<file path="config.mk">
export PLATFORM = sky130hd
export DESIGN_NAME = temperature_seven_segment_display
export DESIGN_NICKNAME = d
export VERILOG_FILES = /design/src/tssd_pkg.sv /design/src/tssd_front.sv /design/src/tssd_div.sv /design/src/tssd_back.sv /design/src/temperature_seven_segment_display.sv
export SDC_FILE = /design/constraint.sdc
export NUM_CORES = 1
export LEC_CHECK = 0
export ABC_CLOCK_PERIOD_IN_PS = 7830
export BUFFER_PORTS_ARGS = -buffer_cell sky130_fd_sc_hd__buf_2
export CAP_MARGIN = 5
export CORE_ASPECT_RATIO = 1.2
export CORE_MARGIN = 1.5
export CORE_UTILIZATION = 60
export CTS_CLUSTER_DIAMETER = 30
export CTS_CLUSTER_SIZE = 8
export DETAILED_ROUTE_END_ITERATION = 8
export PLACE_DENSITY = 0.88
export SETUP_SLACK_MARGIN = 0.15
export SYNTH_ARGS = -nofsm -noshare
export SYNTH_HDL_FRONTEND = slang
export SYNTH_SLANG_ARGS = --single-unit
</file>
<file path="constraint.sdc">
create_clock -name i_clk -period 7.83 [get_ports i_clk]
set_input_delay 1.566 -clock i_clk [delete_from_list [all_inputs] [get_ports i_clk]]
set_output_delay 1.566 -clock i_clk [all_outputs]
set_load 0.02 [all_outputs]
</file>
<file path="src/tssd_pkg.sv">
// Shared types and constants for the two-digit temperature display.
// Used by every module of the block; depends on nothing else.
`default_nettype none

package tssd_pkg;

    // Fixed field widths.
    localparam int MV_W      = 12;
    localparam int CFG_W     = 12;
    localparam int CFG_IDX_W = 1;
    localparam int TEMP_W    = 8;
    localparam int SEG_W     = 8;

    // Difference between average and zero offset, one bit above a sample.
    localparam int D_W = MV_W + 1;

    // Default parameter values for the top level.
    localparam int DEF_SAMPLES_PER_BURST = 100;
    localparam int DEF_TICKS_PER_UPDATE  = 100;
    localparam int DEF_SAMPLE_BITS       = 12;

    // Depth of the queue between front and back (a power of two).
    localparam int Q_DEPTH = 2;

    // Configuration register indexes.
    localparam logic [CFG_IDX_W-1:0] CFG_HEX_MODE    = 1'b0;
    localparam logic [CFG_IDX_W-1:0] CFG_ZERO_OFFSET = 1'b1;

    // Reset values of the architectural state.
    localparam logic [MV_W-1:0]   ZERO_OFFSET_RST = 12'd500;
    localparam logic [TEMP_W-1:0] TEMP_RST        = 8'd99;
    localparam logic [SEG_W-1:0]  SEG_BLANK       = 8'hFF;
    localparam logic [TEMP_W-1:0] TEMP_MAX        = 8'd255;

    // Divide by ten through a reciprocal: exact for values below 43690.
    localparam logic [15:0] RECIP10       = 16'd52429;
    localparam int          RECIP10_SHIFT = 19;
    localparam int          PROD_W        = D_W + 16;
    localparam int          Q10_W         = PROD_W - RECIP10_SHIFT;

    // Digit split of an eight-bit temperature: (t * 205) >> 11 == t / 10.
    localparam logic [7:0] DIG_RECIP = 8'd205;
    localparam int         DIG_SHIFT = 11;

    // Sample bits actually kept, never more than the sample field holds.
    function automatic int SAMPLE_BITS_EFF(input int bits);
        return (bits < MV_W) ? bits : MV_W;
    endfunction

    // Active-low segment patterns, bit 7 is the decimal point.
    function automatic logic [SEG_W-1:0] seg_glyph(input logic [3:0] digit);
        logic [SEG_W-1:0] glyph;
        unique case (digit)
            4'h0: glyph = 8'hC0;
            4'h1: glyph = 8'hF9;
            4'h2: glyph = 8'hA4;
            4'h3: glyph = 8'hB0;
            4'h4: glyph = 8'h99;
            4'h5: glyph = 8'h92;
            4'h6: glyph = 8'h82;
            4'h7: glyph = 8'hF8;
            4'h8: glyph = 8'h80;
            4'h9: glyph = 8'h90;
            4'hA: glyph = 8'h08;
            4'hB: glyph = 8'h03;
            4'hC: glyph = 8'h46;
            4'hD: glyph = 8'h21;
            4'hE: glyph = 8'h06;
            4'hF: glyph = 8'h0E;
        endcase
        return glyph;
    endfunction

    typedef enum logic [0:0] {
        OP_TICK   = 1'b0,
        OP_SAMPLE = 1'b1
    } t_op;

    // One classified item as it waits in the queue.
    typedef struct packed {
        t_op             op;
        logic [MV_W-1:0] mv;
    } t_item;

    // Configuration as seen by the back end.
    typedef struct packed {
        logic            hex_mode;
        logic [MV_W-1:0] zero_offset_mv;
    } t_cfg;

endpackage

`default_nettype wire

</file>
<file path="src/tssd_front.sv">
// Front end: accepts input transfers, classifies them and queues them.
// Depends on tssd_pkg for the item type and the queue depth.
`default_nettype none

module tssd_front import tssd_pkg::*; #(
    parameter int SAMPLE_BITS = DEF_SAMPLE_BITS
) (
    input  wire logic            i_clk,
    input  wire logic            i_rst_n,
    input  wire logic            i_valid,
    output logic                 o_stall,
    input  wire logic            i_op,
    input  wire logic [MV_W-1:0] i_sample_mv,
    output logic                 o_q_valid,
    output t_item                o_q_item,
    input  wire logic            i_q_pop
);

    localparam int EFF_W = (SAMPLE_BITS < MV_W) ? SAMPLE_BITS : MV_W;
    localparam logic [MV_W-1:0] MV_MASK = MV_W'((32'd1 << EFF_W) - 32'd1);
    localparam int QA_W = (Q_DEPTH > 1) ? $clog2(Q_DEPTH) : 1;
    localparam int QC_W = $clog2(Q_DEPTH + 1);

    t_item            r_mem [Q_DEPTH];
    logic [QA_W-1:0]  r_wr_ptr;
    logic [QA_W-1:0]  r_rd_ptr;
    logic [QC_W-1:0]  r_count;
    logic             full;
    logic             push;
    t_item            item_in;

    // Classify the incoming transfer and mask the sample to its valid bits.
    always_comb begin
        item_in.op = t_op'(i_op);
        item_in.mv = (t_op'(i_op) == OP_SAMPLE) ? (i_sample_mv & MV_MASK) : '0;
    end

    assign full      = (r_count == QC_W'(Q_DEPTH));
    assign push      = i_valid && !full;
    assign o_stall   = full;
    assign o_q_valid = (r_count != '0);
    assign o_q_item  = r_mem[r_rd_ptr];

    // Queue storage.
    always_ff @(posedge i_clk) begin
        if (push) begin
            r_mem[r_wr_ptr] <= item_in;
        end
    end

    // Queue pointers and fill count.
    always_ff @(posedge i_clk) begin
        if (!i_rst_n) begin
            r_wr_ptr <= '0;
            r_rd_ptr <= '0;
            r_count  <= '0;
        end else begin
            if (push) begin
                r_wr_ptr <= r_wr_ptr + 1'b1;
            end
            if (i_q_pop) begin
                r_rd_ptr <= r_rd_ptr + 1'b1;
            end
            case ({push, i_q_pop})
                2'b10:   r_count <= r_count + 1'b1;
                2'b01:   r_count <= r_count - 1'b1;
                default: r_count <= r_count;
            endcase
        end
    end

endmodule

`default_nettype wire

</file>
<file path="src/tssd_div.sv">
// Divider by a fixed divisor through reciprocal multiplication, registered per stage.
// Depends on tssd_pkg for the default divisor.
`default_nettype none

module tssd_div import tssd_pkg::*; #(
    parameter int DIVIDEND_W = 19,
    parameter int DIVISOR    = DEF_SAMPLES_PER_BURST,
    parameter int DIVISOR_W  = 7
) (
    input  wire logic                  i_clk,
    input  wire logic                  i_rst_n,
    input  wire logic                  i_start,
    input  wire logic [DIVIDEND_W-1:0] i_dividend,
    output logic                       o_done,
    output logic [DIVIDEND_W-1:0]      o_quotient,
    output logic [DIVISOR_W-1:0]       o_remainder
);

    // The rounded-up reciprocal gives the exact floor for every dividend value.
    localparam int RSH   = DIVIDEND_W + $clog2(DIVISOR);
    localparam int M_W   = DIVIDEND_W + 1;
    localparam int MUL_W = DIVIDEND_W + M_W;
    localparam logic [M_W-1:0] RECIP_M =
        M_W'(((64'd1 << RSH) + 64'(DIVISOR) - 64'd1) / 64'(DIVISOR));

    logic [DIVIDEND_W-1:0] r_arg;
    logic [MUL_W-1:0]      r_prod;
    logic [DIVIDEND_W-1:0] r_quo;
    logic [DIVISOR_W-1:0]  r_rem;
    logic                  r_prod_ok;
    logic                  r_quo_ok;
    logic                  r_done;
    logic [DIVIDEND_W-1:0] quo_times_div;
    logic [DIVIDEND_W-1:0] rem_full;

    // Remainder from the quotient and the original dividend.
    always_comb begin
        quo_times_div = DIVIDEND_W'(r_quo * DIVIDEND_W'(DIVISOR));
        rem_full      = r_arg - quo_times_div;
    end

    // Stage sequencer: product, quotient, remainder.
    always_ff @(posedge i_clk) begin
        if (!i_rst_n) begin
            r_prod_ok <= 1'b0;
            r_quo_ok  <= 1'b0;
            r_done    <= 1'b0;
        end else begin
            r_prod_ok <= i_start;
            r_quo_ok  <= r_prod_ok;
            r_done    <= r_quo_ok;
        end
    end

    // Datapath registers of the three stages.
    always_ff @(posedge i_clk) begin
        if (i_start) begin
            r_arg  <= i_dividend;
            r_prod <= MUL_W'(i_dividend) * MUL_W'(RECIP_M);
        end
        if (r_prod_ok) begin
            r_quo <= DIVIDEND_W'(r_prod >> RSH);
        end
        if (r_quo_ok) begin
            r_rem <= rem_full[DIVISOR_W-1:0];
        end
    end

    assign o_done      = r_done;
    assign o_quotient  = r_quo;
    assign o_remainder = r_rem;

endmodule

`default_nettype wire

</file>
<file path="src/tssd_back.sv">
// Back end: runs ticks and samples, converts bursts, drives the result.
// Depends on tssd_pkg; works with tssd_div for the burst average.
`default_nettype none

module tssd_back import tssd_pkg::*; #(
    parameter int SAMPLES_PER_BURST = DEF_SAMPLES_PER_BURST,
    parameter int TICKS_PER_UPDATE  = DEF_TICKS_PER_UPDATE,
    parameter int SAMPLE_BITS       = DEF_SAMPLE_BITS
) (
    input  wire logic              i_clk,
    input  wire logic              i_rst_n,
    input  wire t_cfg              i_cfg,
    input  wire logic              i_q_valid,
    input  wire t_item             i_q_item,
    output logic                   o_q_pop,
    output logic                   o_div_start,
    output logic [SAMPLE_BITS_EFF(SAMPLE_BITS) + $clog2(SAMPLES_PER_BURST + 1) - 1:0]
                                   o_div_dividend,
    input  wire logic              i_div_done,
    input  wire logic [SAMPLE_BITS_EFF(SAMPLE_BITS) + $clog2(SAMPLES_PER_BURST + 1) - 1:0]
                                   i_div_quotient,
    input  wire logic [$clog2(SAMPLES_PER_BURST + 1)-1:0] i_div_remainder,
    output logic                   o_valid,
    input  wire logic              i_stall,
    output logic [SEG_W-1:0]       o_segments,
    output logic                   o_tens_on,
    output logic                   o_ones_on,
    output logic                   o_conversion_request,
    output logic [TEMP_W-1:0]      o_temperature_c,
    output logic                   o_update_done
);

    localparam int EFF_W = SAMPLE_BITS_EFF(SAMPLE_BITS);
    localparam int CNT_W = $clog2(SAMPLES_PER_BURST + 1);
    localparam int SUM_W = EFF_W + CNT_W;
    localparam int TCK_W = $clog2(TICKS_PER_UPDATE + 1);

    typedef enum logic [1:0] {
        S_IDLE,
        S_DIV,
        S_SCALE,
        S_ROUND
    } t_state;

    t_state              r_state;
    logic [TCK_W-1:0]    r_tick;
    logic                r_high_next;
    logic [SUM_W-1:0]    r_sum;
    logic [CNT_W-1:0]    r_samples;
    logic [TEMP_W-1:0]   r_temp;
    logic [SEG_W-1:0]    r_seg;
    logic [1:0]          r_en;
    logic                r_out_valid;
    logic                r_o_req;
    logic                r_o_done;
    logic                r_div_start;
    logic [SUM_W-1:0]    r_div_arg;
    logic [D_W-1:0]      r_d;
    logic [PROD_W-1:0]   r_prod;

    logic                out_free;
    logic                pop;
    logic                burst_pop;
    logic                out_load;
    logic                tick_wrap;
    logic [SUM_W-1:0]    sum_new;
    logic [CNT_W-1:0]    cnt_new;
    logic                burst_end;
    logic [15:0]         dig_prod;
    logic [4:0]          dec_q;
    logic [7:0]          dec_r;
    logic [4:0]          digit;
    logic [SEG_W-1:0]    seg_next;
    logic                round_up;
    logic [D_W-1:0]      avg;
    logic [D_W-1:0]      zero_ext;
    logic [D_W-1:0]      d_next;
    logic [Q10_W-1:0]    q10;
    logic [D_W-1:0]      rem10;
    logic [Q10_W-1:0]    t_full;
    logic [TEMP_W-1:0]   t_sat;

    // The output register is free once empty or being taken this cycle.
    assign out_free = !r_out_valid || !i_stall;
    assign pop      = (r_state == S_IDLE) && i_q_valid && out_free;

    // A sample that ends a burst starts the divider; every other item loads the result.
    assign burst_pop = pop && (i_q_item.op == OP_SAMPLE) && burst_end;
    assign out_load  = (pop && !burst_pop) || ((r_state == S_ROUND) && out_free);

    // Tick counter and sample accumulation.
    always_comb begin
        tick_wrap = (r_tick >= TCK_W'(TICKS_PER_UPDATE));
        sum_new   = r_sum + SUM_W'(i_q_item.mv[EFF_W-1:0]);
        cnt_new   = r_samples + 1'b1;
        burst_end = (cnt_new >= CNT_W'(SAMPLES_PER_BURST));
    end

    // Digit selection and segment decode for the digit driven next.
    always_comb begin
        dig_prod = {8'd0, r_temp} * {8'd0, DIG_RECIP};
        dec_q    = dig_prod[DIG_SHIFT + 4:DIG_SHIFT];
        dec_r    = r_temp - ({3'd0, dec_q} << 3) - ({3'd0, dec_q} << 1);
        if (r_high_next) begin
            digit = i_cfg.hex_mode ? {1'b0, r_temp[7:4]} : dec_q;
        end else begin
            digit = i_cfg.hex_mode ? {1'b0, r_temp[3:0]} : {1'b0, dec_r[3:0]};
        end
        seg_next = digit[4] ? SEG_BLANK : seg_glyph(digit[3:0]);
    end

    // Rounded average, offset removal with clamp at zero.
    always_comb begin
        round_up = ({i_div_remainder, 1'b0} >= (CNT_W + 1)'(SAMPLES_PER_BURST));
        avg      = D_W'(i_div_quotient[EFF_W-1:0]) + D_W'(round_up);
        zero_ext = D_W'(i_cfg.zero_offset_mv);
        d_next   = (avg < zero_ext) ? '0 : (avg - zero_ext);
    end

    // Divide by ten with half-up rounding and saturation.
    always_comb begin
        q10    = r_prod[PROD_W-1:RECIP10_SHIFT];
        rem10  = r_d - (D_W'(q10) << 3) - (D_W'(q10) << 1);
        t_full = q10 + Q10_W'(rem10 >= D_W'(5));
        t_sat  = (t_full > Q10_W'(TEMP_MAX)) ? TEMP_MAX : t_full[TEMP_W-1:0];
    end

    // Control sequence, architectural state and result flags.
    always_ff @(posedge i_clk) begin
        if (!i_rst_n) begin
            r_state     <= S_IDLE;
            r_tick      <= TCK_W'(TICKS_PER_UPDATE);
            r_high_next <= 1'b0;
            r_sum       <= '0;
            r_samples   <= '0;
            r_temp      <= TEMP_RST;
            r_seg       <= SEG_BLANK;
            r_en        <= 2'b00;
            r_out_valid <= 1'b0;
            r_o_req     <= 1'b0;
            r_o_done    <= 1'b0;
            r_div_start <= 1'b0;
        end else begin
            r_div_start <= burst_pop;
            if (out_load) begin
                r_out_valid <= 1'b1;
            end else if (r_out_valid && !i_stall) begin
                r_out_valid <= 1'b0;
            end
            unique case (r_state)
                S_IDLE: begin
                    if (pop) begin
                        if (i_q_item.op == OP_TICK) begin
                            if (tick_wrap) begin
                                r_tick    <= '0;
                                r_sum     <= '0;
                                r_samples <= '0;
                            end else begin
                                r_tick <= r_tick + 1'b1;
                            end
                            r_high_next <= !r_high_next;
                            r_en        <= r_high_next ? 2'b10 : 2'b01;
                            r_seg       <= seg_next;
                            r_o_req     <= tick_wrap;
                            r_o_done    <= 1'b0;
                        end else if (burst_end) begin
                            r_sum       <= '0;
                            r_samples   <= '0;
                            r_div_arg   <= sum_new;
                            r_state     <= S_DIV;
                        end else begin
                            r_sum       <= sum_new;
                            r_samples   <= cnt_new;
                            r_o_req     <= 1'b0;
                            r_o_done    <= 1'b0;
                        end
                    end
                end
                S_DIV: begin
                    if (i_div_done) begin
                        r_d     <= d_next;
                        r_state <= S_SCALE;
                    end
                end
                S_SCALE: begin
                    r_prod  <= PROD_W'(r_d) * PROD_W'(RECIP10);
                    r_state <= S_ROUND;
                end
                S_ROUND: begin
                    if (out_free) begin
                        r_temp      <= t_sat;
                        r_o_req     <= 1'b0;
                        r_o_done    <= 1'b1;
                        r_state     <= S_IDLE;
                    end
                end
                default: begin
                    r_state <= S_IDLE;
                end
            endcase
        end
    end

    assign o_q_pop              = pop;
    assign o_div_start          = r_div_start;
    assign o_div_dividend       = r_div_arg;
    assign o_valid              = r_out_valid;
    assign o_segments           = r_seg;
    assign o_tens_on            = r_en[1];
    assign o_ones_on            = r_en[0];
    assign o_conversion_request = r_o_req;
    assign o_temperature_c      = r_temp;
    assign o_update_done        = r_o_done;

    // A burst never holds a full count of samples between items.
    a_samples_below_burst: assert property (@(posedge i_clk) disable iff (!i_rst_n)
        r_samples < CNT_W'(SAMPLES_PER_BURST))
        else $error("sample count reached the burst length");

    // The tick counter stays within its range.
    a_tick_in_range: assert property (@(posedge i_clk) disable iff (!i_rst_n)
        r_tick <= TCK_W'(TICKS_PER_UPDATE))
        else $error("tick counter out of range");

    // At most one digit display is enabled at a time.
    a_one_digit: assert property (@(posedge i_clk) disable iff (!i_rst_n)
        $onehot0(r_en))
        else $error("both digit displays enabled");

    // A request comes from a tick and a finished burst from a sample.
    a_req_xor_done: assert property (@(posedge i_clk) disable iff (!i_rst_n)
        r_out_valid |-> !(r_o_req && r_o_done))
        else $error("result flags request and update together");

    // The divider answers only while a burst is being converted.
    a_div_in_state: assert property (@(posedge i_clk) disable iff (!i_rst_n)
        i_div_done |-> (r_state == S_DIV))
        else $error("divider finished outside the conversion step");

endmodule

`default_nettype wire

</file>
<file path="src/temperature_seven_segment_display.sv">
// Channel  | valid    | stall    | payload
// ---------+----------+----------+------------------------------------------------
// input    | i_valid  | o_stall  | i_op, i_sample_mv
// result   | o_valid  | i_stall  | o_segments, o_tens_on, o_ones_on,
//          |          |          | o_conversion_request, o_temperature_c,
//          |          |          | o_update_done
// config   | i_cfg_we | (none)   | i_cfg_index, i_cfg_data
//
// A tick, or a sample that does not end a burst, goes from the queue into the result
// register; items can follow one a cycle unless the receiver stalls or a burst is in
// conversion. The sample that ends a burst goes to the reciprocal divide by the burst
// length, then offset removal, the divide by ten and rounding. Reset is synchronous.
// A two-entry queue keeps taking input while a result waits under stall, until full.
`default_nettype none

module temperature_seven_segment_display import tssd_pkg::*; #(
    parameter int SAMPLES_PER_BURST = DEF_SAMPLES_PER_BURST,
    parameter int TICKS_PER_UPDATE  = DEF_TICKS_PER_UPDATE,
    parameter int SAMPLE_BITS       = DEF_SAMPLE_BITS
) (
    input  wire logic                 i_clk,
    input  wire logic                 i_rst_n,
    input  wire logic                 i_cfg_we,
    input  wire logic [CFG_IDX_W-1:0] i_cfg_index,
    input  wire logic [CFG_W-1:0]     i_cfg_data,
    input  wire logic                 i_valid,
    output logic                      o_stall,
    input  wire logic                 i_op,
    input  wire logic [MV_W-1:0]      i_sample_mv,
    output logic                      o_valid,
    input  wire logic                 i_stall,
    output logic [SEG_W-1:0]          o_segments,
    output logic                      o_tens_on,
    output logic                      o_ones_on,
    output logic                      o_conversion_request,
    output logic [TEMP_W-1:0]         o_temperature_c,
    output logic                      o_update_done
);

    localparam int EFF_W = (SAMPLE_BITS < MV_W) ? SAMPLE_BITS : MV_W;
    localparam int CNT_W = $clog2(SAMPLES_PER_BURST + 1);
    localparam int SUM_W = EFF_W + CNT_W;

    t_cfg             r_cfg;
    logic             q_valid;
    t_item            q_item;
    logic             q_pop;
    logic             div_start;
    logic [SUM_W-1:0] div_dividend;
    logic             div_done;
    logic [SUM_W-1:0] div_quotient;
    logic [CNT_W-1:0] div_remainder;

    // Configuration registers.
    always_ff @(posedge i_clk) begin
        if (!i_rst_n) begin
            r_cfg.hex_mode       <= 1'b0;
            r_cfg.zero_offset_mv <= ZERO_OFFSET_RST;
        end else if (i_cfg_we) begin
            unique case (i_cfg_index)
                CFG_HEX_MODE:    r_cfg.hex_mode       <= i_cfg_data[0];
                CFG_ZERO_OFFSET: r_cfg.zero_offset_mv <= i_cfg_data[MV_W-1:0];
                default:         r_cfg                <= r_cfg;
            endcase
        end
    end

    // Front end with the item queue.
    tssd_front #(
        .SAMPLE_BITS (SAMPLE_BITS)
    ) u_front (
        .i_clk       (i_clk),
        .i_rst_n     (i_rst_n),
        .i_valid     (i_valid),
        .o_stall     (o_stall),
        .i_op        (i_op),
        .i_sample_mv (i_sample_mv),
        .o_q_valid   (q_valid),
        .o_q_item    (q_item),
        .i_q_pop     (q_pop)
    );

    // Burst average divider.
    tssd_div #(
        .DIVIDEND_W (SUM_W),
        .DIVISOR    (SAMPLES_PER_BURST),
        .DIVISOR_W  (CNT_W)
    ) u_div (
        .i_clk       (i_clk),
        .i_rst_n     (i_rst_n),
        .i_start     (div_start),
        .i_dividend  (div_dividend),
        .o_done      (div_done),
        .o_quotient  (div_quotient),
        .o_remainder (div_remainder)
    );

    // Back end with the display state and the result register.
    tssd_back #(
        .SAMPLES_PER_BURST (SAMPLES_PER_BURST),
        .TICKS_PER_UPDATE  (TICKS_PER_UPDATE),
        .SAMPLE_BITS       (SAMPLE_BITS)
    ) u_back (
        .i_clk                (i_clk),
        .i_rst_n              (i_rst_n),
        .i_cfg                (r_cfg),
        .i_q_valid            (q_valid),
        .i_q_item             (q_item),
        .o_q_pop              (q_pop),
        .o_div_start          (div_start),
        .o_div_dividend       (div_dividend),
        .i_div_done           (div_done),
        .i_div_quotient       (div_quotient),
        .i_div_remainder      (div_remainder),
        .o_valid              (o_valid),
        .i_stall              (i_stall),
        .o_segments           (o_segments),
        .o_tens_on            (o_tens_on),
        .o_ones_on            (o_ones_on),
        .o_conversion_request (o_conversion_request),
        .o_temperature_c      (o_temperature_c),
        .o_update_done        (o_update_done)
    );

endmodule

`default_nettype wire

</file>
# Yosys cells after proc, flatten, opt, wreduce, memory -nomap -nowiden
# Memories as Yosys holds them, arrays and structs flattened. A register that Yosys moved wholly into a read port is not among the register bits.
# Index checks and enable logic that the tools add are counted.
[op_classes]
addsub = 15
multipliers = 4
magnitude_cmp = 6
eq_ne = 12
mux = 36
n_bitwise = 2
reduce_logical = 31
[op_table]
columns = ["cell", "n"]
rows = [
  ["2-to-1 mux 19 bit", 3],
  ["multiplier 19 x 20 -> 39 bit (second input constant)", 1],
  ["multiplier 13 x 16 -> 29 bit (second input constant)", 1],
  ["2-to-1 mux 7 bit", 4],
  ["adder 19 x 12 -> 19 bit", 1],
  ["multiplier 8 x 8 -> 16 bit (second input constant)", 1],
  ["2-to-1 mux 8 bit", 2],
  ["adder 7 x 1 -> 7 bit (second input constant)", 2],
  ["greater-or-equal comparator 7 bit (second input constant)", 2],
  ["adder 12 x 1 -> 13 bit", 1],
  ["greater-or-equal comparator 13 x 3 -> 1 bit (second input constant)", 1],
  ["less-than comparator 13 x 12 -> 1 bit", 1],
  ["multiplier 13 x 5 -> 5 bit (second input constant)", 1],
  ["2-to-1 mux 1 bit", 13],
  ["subtractor 13 x 11 -> 13 bit", 1],
  ["subtractor 13 x 12 -> 13 bit", 1],
  ["subtractor 13 bit", 1],
  ["2-to-1 mux 12 bit", 1],
  ["2-to-1 mux 2 bit", 6],
  ["adder 10 x 1 -> 10 bit", 1],
  ["> comparator 10 x 8 -> 1 bit (second input constant)", 1],
  ["2-to-1 mux 5 bit", 2],
  ["AND reduction 5 bit", 2],
  ["nonzero test 2 bit", 5],
  ["23 further kinds", 51],
]
[totals]
register_bits = 205
ramBits = 26
romBits = 128
input_bits = 31
out_inout_bits = 22
wordCells = 135
n_memories = 2
[memory_table]
columns = ["memory", "words", "word_bits", "read_ports", "rd_ports_with_merged_regs", "wr", "line", "source"]
rows = [
  ["(no name shown)", 16, 8, 1, 0, 0, "tssd_pkg.sv:53", "unique case (digit)"],
  ["u_front.r_mem", 2, 13, 1, 1, 1, "tssd_front.sv:24", "t_item r_mem [Q_DEPTH];"],
]

# Logic depth before layout (Yosys ltp)
[depth]
ltp_word = 9
ltp_mapped = 24
mapped_depth_nobuf = 24

# Hierarchy
# Synthesis repeated with hierarchy kept, for this count alone.
[hier_totals]
cells_unflattened = 1998
hier_area_um2 = 20169.3
[by_module_without_submodules]
columns = ["mod", "n_inst", "cells_each", "area_each_um2", "seq_area_each_um2"]
rows = [
  ["tssd_back", 1, 1097, 10401.2, 2402.3],
  ["tssd_div", 1, 765, 7938.9, 1261.2],
  ["tssd_front", 1, 78, 1242.4, 880.8],
  ["temperature_seven_segment_display", 1, 58, 586.8, 260.2],
]

# Worst setup path before layout
# Ideal clock, no wire load.
[synth_timing]
kind = "flip-flop to flip-flop"
startpoint = "register u_back.r_div_arg[13], in the netlist u_back.o_div_dividend[13]"
endpoint = "register u_div.r_prod[35], data pin"
setup_time_ns = 0.258
t_arrival_ns = 5.651
t_required_ns = 7.572
path_slack_ns = 1.921
stages_incl_launch_ff = 21
n_path_buf = 0
period_less_slack_ns = 5.909
cell_sequence = "edfxtp_1 -> fa_1 -> inv_1 -> fa_1 -> inv_1 -> fa_1 -> fa_1 -> fa_1 -> inv_1 -> fa_1 -> inv_1 -> ha_1 -> and3_1 -> and4_1 -> nand3_1 -> or2_2 -> o211ai_1 -> nand2_1 -> o211ai_1 -> a21oi_1 -> xnor2_1"
[synth_via]
elab_chain_len = 1
[synth_rtl]
columns = ["item", "line", "source"]
rows = [
  ["start: declaration", "tssd_back.sv:57", "logic [SUM_W-1:0] r_div_arg;"],
  ["start signal: assignment", "tssd_back.sv:169", "r_div_arg <= sum_new;"],
  ["multiplier 19 x 20 -> 39 bit", "tssd_div.sv:59", "r_prod <= MUL_W'(i_dividend) * MUL_W'(RECIP_M);"],
  ["end signal: assignment", "tssd_div.sv:59", ""],
  ["end: declaration", "tssd_div.sv:27", "logic [MUL_W-1:0] r_prod;"],
]
# No other way between the ends.
# A chain may end at the register's enable or synchronous reset.

# Worst setup path after layout
[layout_timing]
startpoint = "register u_back.r_div_arg[2], in the netlist u_back.o_div_dividend[2]"
endpoint = "register u_div.r_prod[37], data pin"
# The elaborated chain is that of the path after synthesis.

==> summary.txt <==
Static Leakage: 9.95 nW
YS warnings: 0
TritonCTS buffer count: 17
skew final: 0.00961 ns
final core utilization: 65.2%
cts-stage hold buffer count: 0
Fillers: 2,327
Final WS setup: 1.38 ns
sequential element share of the synthesized area: 24.5%
Primary FF master, synth: edfxtp_1
#FFs+latches synth: 182
Post-Syn Area: 0.0191 mm^2
n_diodes: 0
nets: 2,485
Post-synth EDFFs: 104
part of the power in registers: 40.0%
CP max stage delay: 0.65 ns
Die Wd: 166 um
DR pass1 iterations: 5
synthesized instance count: 1,867
total chip power: 2.99 mW
grt ovf: 0
first-pass GRT wire length: 70,900 um
PortBufs: 52
worst skew pair latency: 0.45 ns
post-synthesis average cell area: 10.2 um^2
status: finished, final reports clean
initial antenna violation count: 0
Net Sw Frac: 36.7%
Clk pin slew, worst setup/hold paths: 0.08 ns
CTS tree: done
DR WL/cell: 18.5 um
DP Wirelength: 35,000 um
internal power: 1.90 mW
DIE HEIGHT: 199 um
post-cts sizing count: 0
hold slack final: 0.424 ns
Area growth syn-to-layout: 6.92%
drt drc: 0
final setup fails: 0
CP startpoint kind: flop
pre-CTS WS: 1.44 ns
row count: 71
largest net degree at the start of global routing: 46
DIE AREA: 0.0330 mm^2
Max FO, Critical Path: 9
Root Buffer: clkbuf_16
Worst Setup SP: u_back.o_div_dividend[2]
max cap viols: 0
DR iter-0 viols: 904
clock sink count: 182
Cell variety after synth: 75
CP max stage cell: fa_1
Worst EP arrival: 6.65 ns
Hold Fails Final Rpt: 0
gr usage total: 27.1%
Total Routed Length: 43,000 um
HP Class: reg2reg
share of post-route cells with drive strength above 1: 6.59%
count of pins over their slew limit: 0
Clock Power Share: 31.1%
Synth Net Count: 2,439
CP Cell Sequence: fa_1 > inv_1 > fa_1 > inv_1 > fa_1 > inv_1 > fa_1 > inv_1 > fa_1 > fa_1 > ha_1 > nand4_1 > or3_1 > o22ai_1 > o22ai_1 > o211ai_1 > nand3_1 > o211ai_1 > a21oi_1 > xnor2_1
CP Capture Type: flop
Async S/R FF share, synth: 0%
hold_sp: u_div.r_prod[32]
CTS H-tree depth: 4
Comb pwr share: 28.9%
Post-DRT Antenna Nets: 0
vias in the first global route: 14,700
CP required: 8.03 ns
RSZ-0062 raised after global routing: false
Final Wtd Congestion: 1.00
Worst R2R Start: u_back.o_div_dividend[2]
Worst IR Drop VDD: 0.197 mV
Vias: 13,600
CTS max path bufs: 2
worst-margin pin slew: 1.30 ns
final setup TNS: 0 ns
setup bufs post-CTS: 0
Net Sw Power: 1.10 mW
I/O pin count: 53
most frequent CP cell: fa_1
Peak Freq: 155 MHz
drt via density: 5.86
Initial Util: 61.0%
Slew HR: 12.8%
core footprint: 0.0314 mm^2
fin crit share: 82.4%
pwr/cell area: 146 mW/mm^2
Final min period: 6.45 ns
WS Path Type: reg2reg
[area by class of cell]
| cell class | count | area, um^2 | share of cell area [%] |
|---|---|---|---|
| multi-input combinational | 1279 | 12900 | 63.1 |
| sequential | 182 | 4680 | 22.9 |
| inverter | 379 | 1420 | 6.96 |
| tap | 401 | 502 | 2.45 |
| clock buffer | 17 | 425 | 2.08 |
| timing repair buffer | 54 | 275 | 1.35 |
| clock inverter | 15 | 226 | 1.11 |
[cells in the final DEF (no fill, tap or decap), drive strengths merged, types with 29 or more instances in the layout]
master / netlist / layout
a21oi: 83 / 83
and3: 30 / 30
buf: 6 / 54
dfxtp: 78 / 78
edfxtp: 104 / 104
fa: 195 / 195
ha: 346 / 346
inv: 378 / 388
nand2: 67 / 67
nand3: 29 / 29
nor2: 94 / 94
o21ai: 46 / 46
xnor2: 63 / 63
xor2: 31 / 31
[synth_stat cells (3+ instances only)]
library cell / n / area (um^2)
nand2_1: 67 / 251
and2_1: 22 / 138
a311oi_1: 7 / 61.3
xnor2_1: 63 / 552
o22ai_1: 6 / 37.5
nor3_1: 15 / 75.1
a211oi_1: 11 / 82.6
dfxtp_1: 78 / 1560
ha_1: 346 / 4330
nor2b_1: 10 / 62.6
o21a_1: 16 / 120
inv_1: 377 / 1420
o311ai_0: 5 / 43.8
nor2_1: 93 / 349
a21oi_1: 83 / 415
or2_2: 11 / 68.8
a2111oi_0: 3 / 26.3
mux2_2: 17 / 191
fa_1: 195 / 3900
nand3b_1: 3 / 22.5
a21o_1: 25 / 188
or3_1: 8 / 50.1
nand2b_1: 6 / 37.5
a31oi_1: 13 / 81.3
buf_1: 3 / 11.3
nor4_1: 4 / 25.0
o21bai_1: 8 / 60.1
xor2_1: 31 / 272
a21boi_0: 6 / 45.0
nand3_1: 29 / 145
nand4_1: 9 / 56.3
o31ai_1: 4 / 30.0
mux2i_1: 8 / 80.1
edfxtp_1: 104 / 3120
o211ai_1: 16 / 120
a22oi_1: 15 / 113
and3_1: 30 / 188
o211a_1: 5 / 50.1
o21ai_0: 43 / 215
clkbuf_1: 21 / 78.8
[cells by family after synthesis]
| group | share of synthesized area [%] |
|---|---|
| adders and majority gates | 43.0 |
| buffers and inverters | 8.02 |
| and+or+nand+nor | 8.46 |
| AOI/OAI and AO/OA | 10.3 |
| DFF | 24.5 |
| xor gates and xnor gates | 4.30 |
| muxes | 1.42 |
[sequential cells by signal, summed over array words and instances (netlist names), 10 cells and up, named ones only]
register and flops:
u_back.r_prod 10, u_front.r_mem 26, u_back.o_div_dividend 19, u_div.r_prod 15, u_back.r_d 13, u_back.r_sum 19, u_div.o_quotient 12, r_cfg 13
[power groups by stage]
stage	logic (mW)	clock network, mW	registers (mW)
2_1_floorplan	0.624	0	1.21
3_3_place_gp	0.804	0	1.21
3_5_place_dp	0.832	0	1.22
4_1_cts	0.853	0.933	1.20
5_1_grt	0.947	0.969	1.21
6_report	0.866	0.930	1.20
[per-stage QoR]
stage / cells / cell area [um^2]
4_1_cts: 2327 / 20400
3_3_place_gp: 2295 / 19800
6_report: 2327 / 20400
2_1_floorplan: 1867 / 19100
5_1_grt: 2327 / 20400
3_5_place_dp: 2295 / 19800
[metal layers]
layer,track usage [%],wire length [um],vias to the layer above
li1,-,-,6380
met1,31.2,16700,6732
met2,50.9,22900,393
met3,2.63,1600,140
met4,12.2,1850,0
met5,0,0,-
[worst max-delay path, delay by kind of cell, from the launching register on]
kind                     cells  cell delay (ns)
adder cells (fa/ha/maj)      7             3.43
buffers and inverters        4             0.22
AND/OR/NAND/NOR              3             0.63
flip-flops                   1             0.59
AO/OA/AOI/OAI                5             1.19
XOR/XNOR                     1             0.13
[final timing paths]
| path | endpoint | slack, ns | cells after the start |
|---|---|---|---|
| max | u_div.r_prod[37] | 1.38 | 20 |
| min | u_div.o_quotient[6] | 0.42 | 0 |
| max reg2reg | u_div.r_prod[37] | 1.38 | 20 |
| min reg2reg | u_div.o_quotient[6] | 0.42 | 0 |
(Power assumes the default switching activity.)
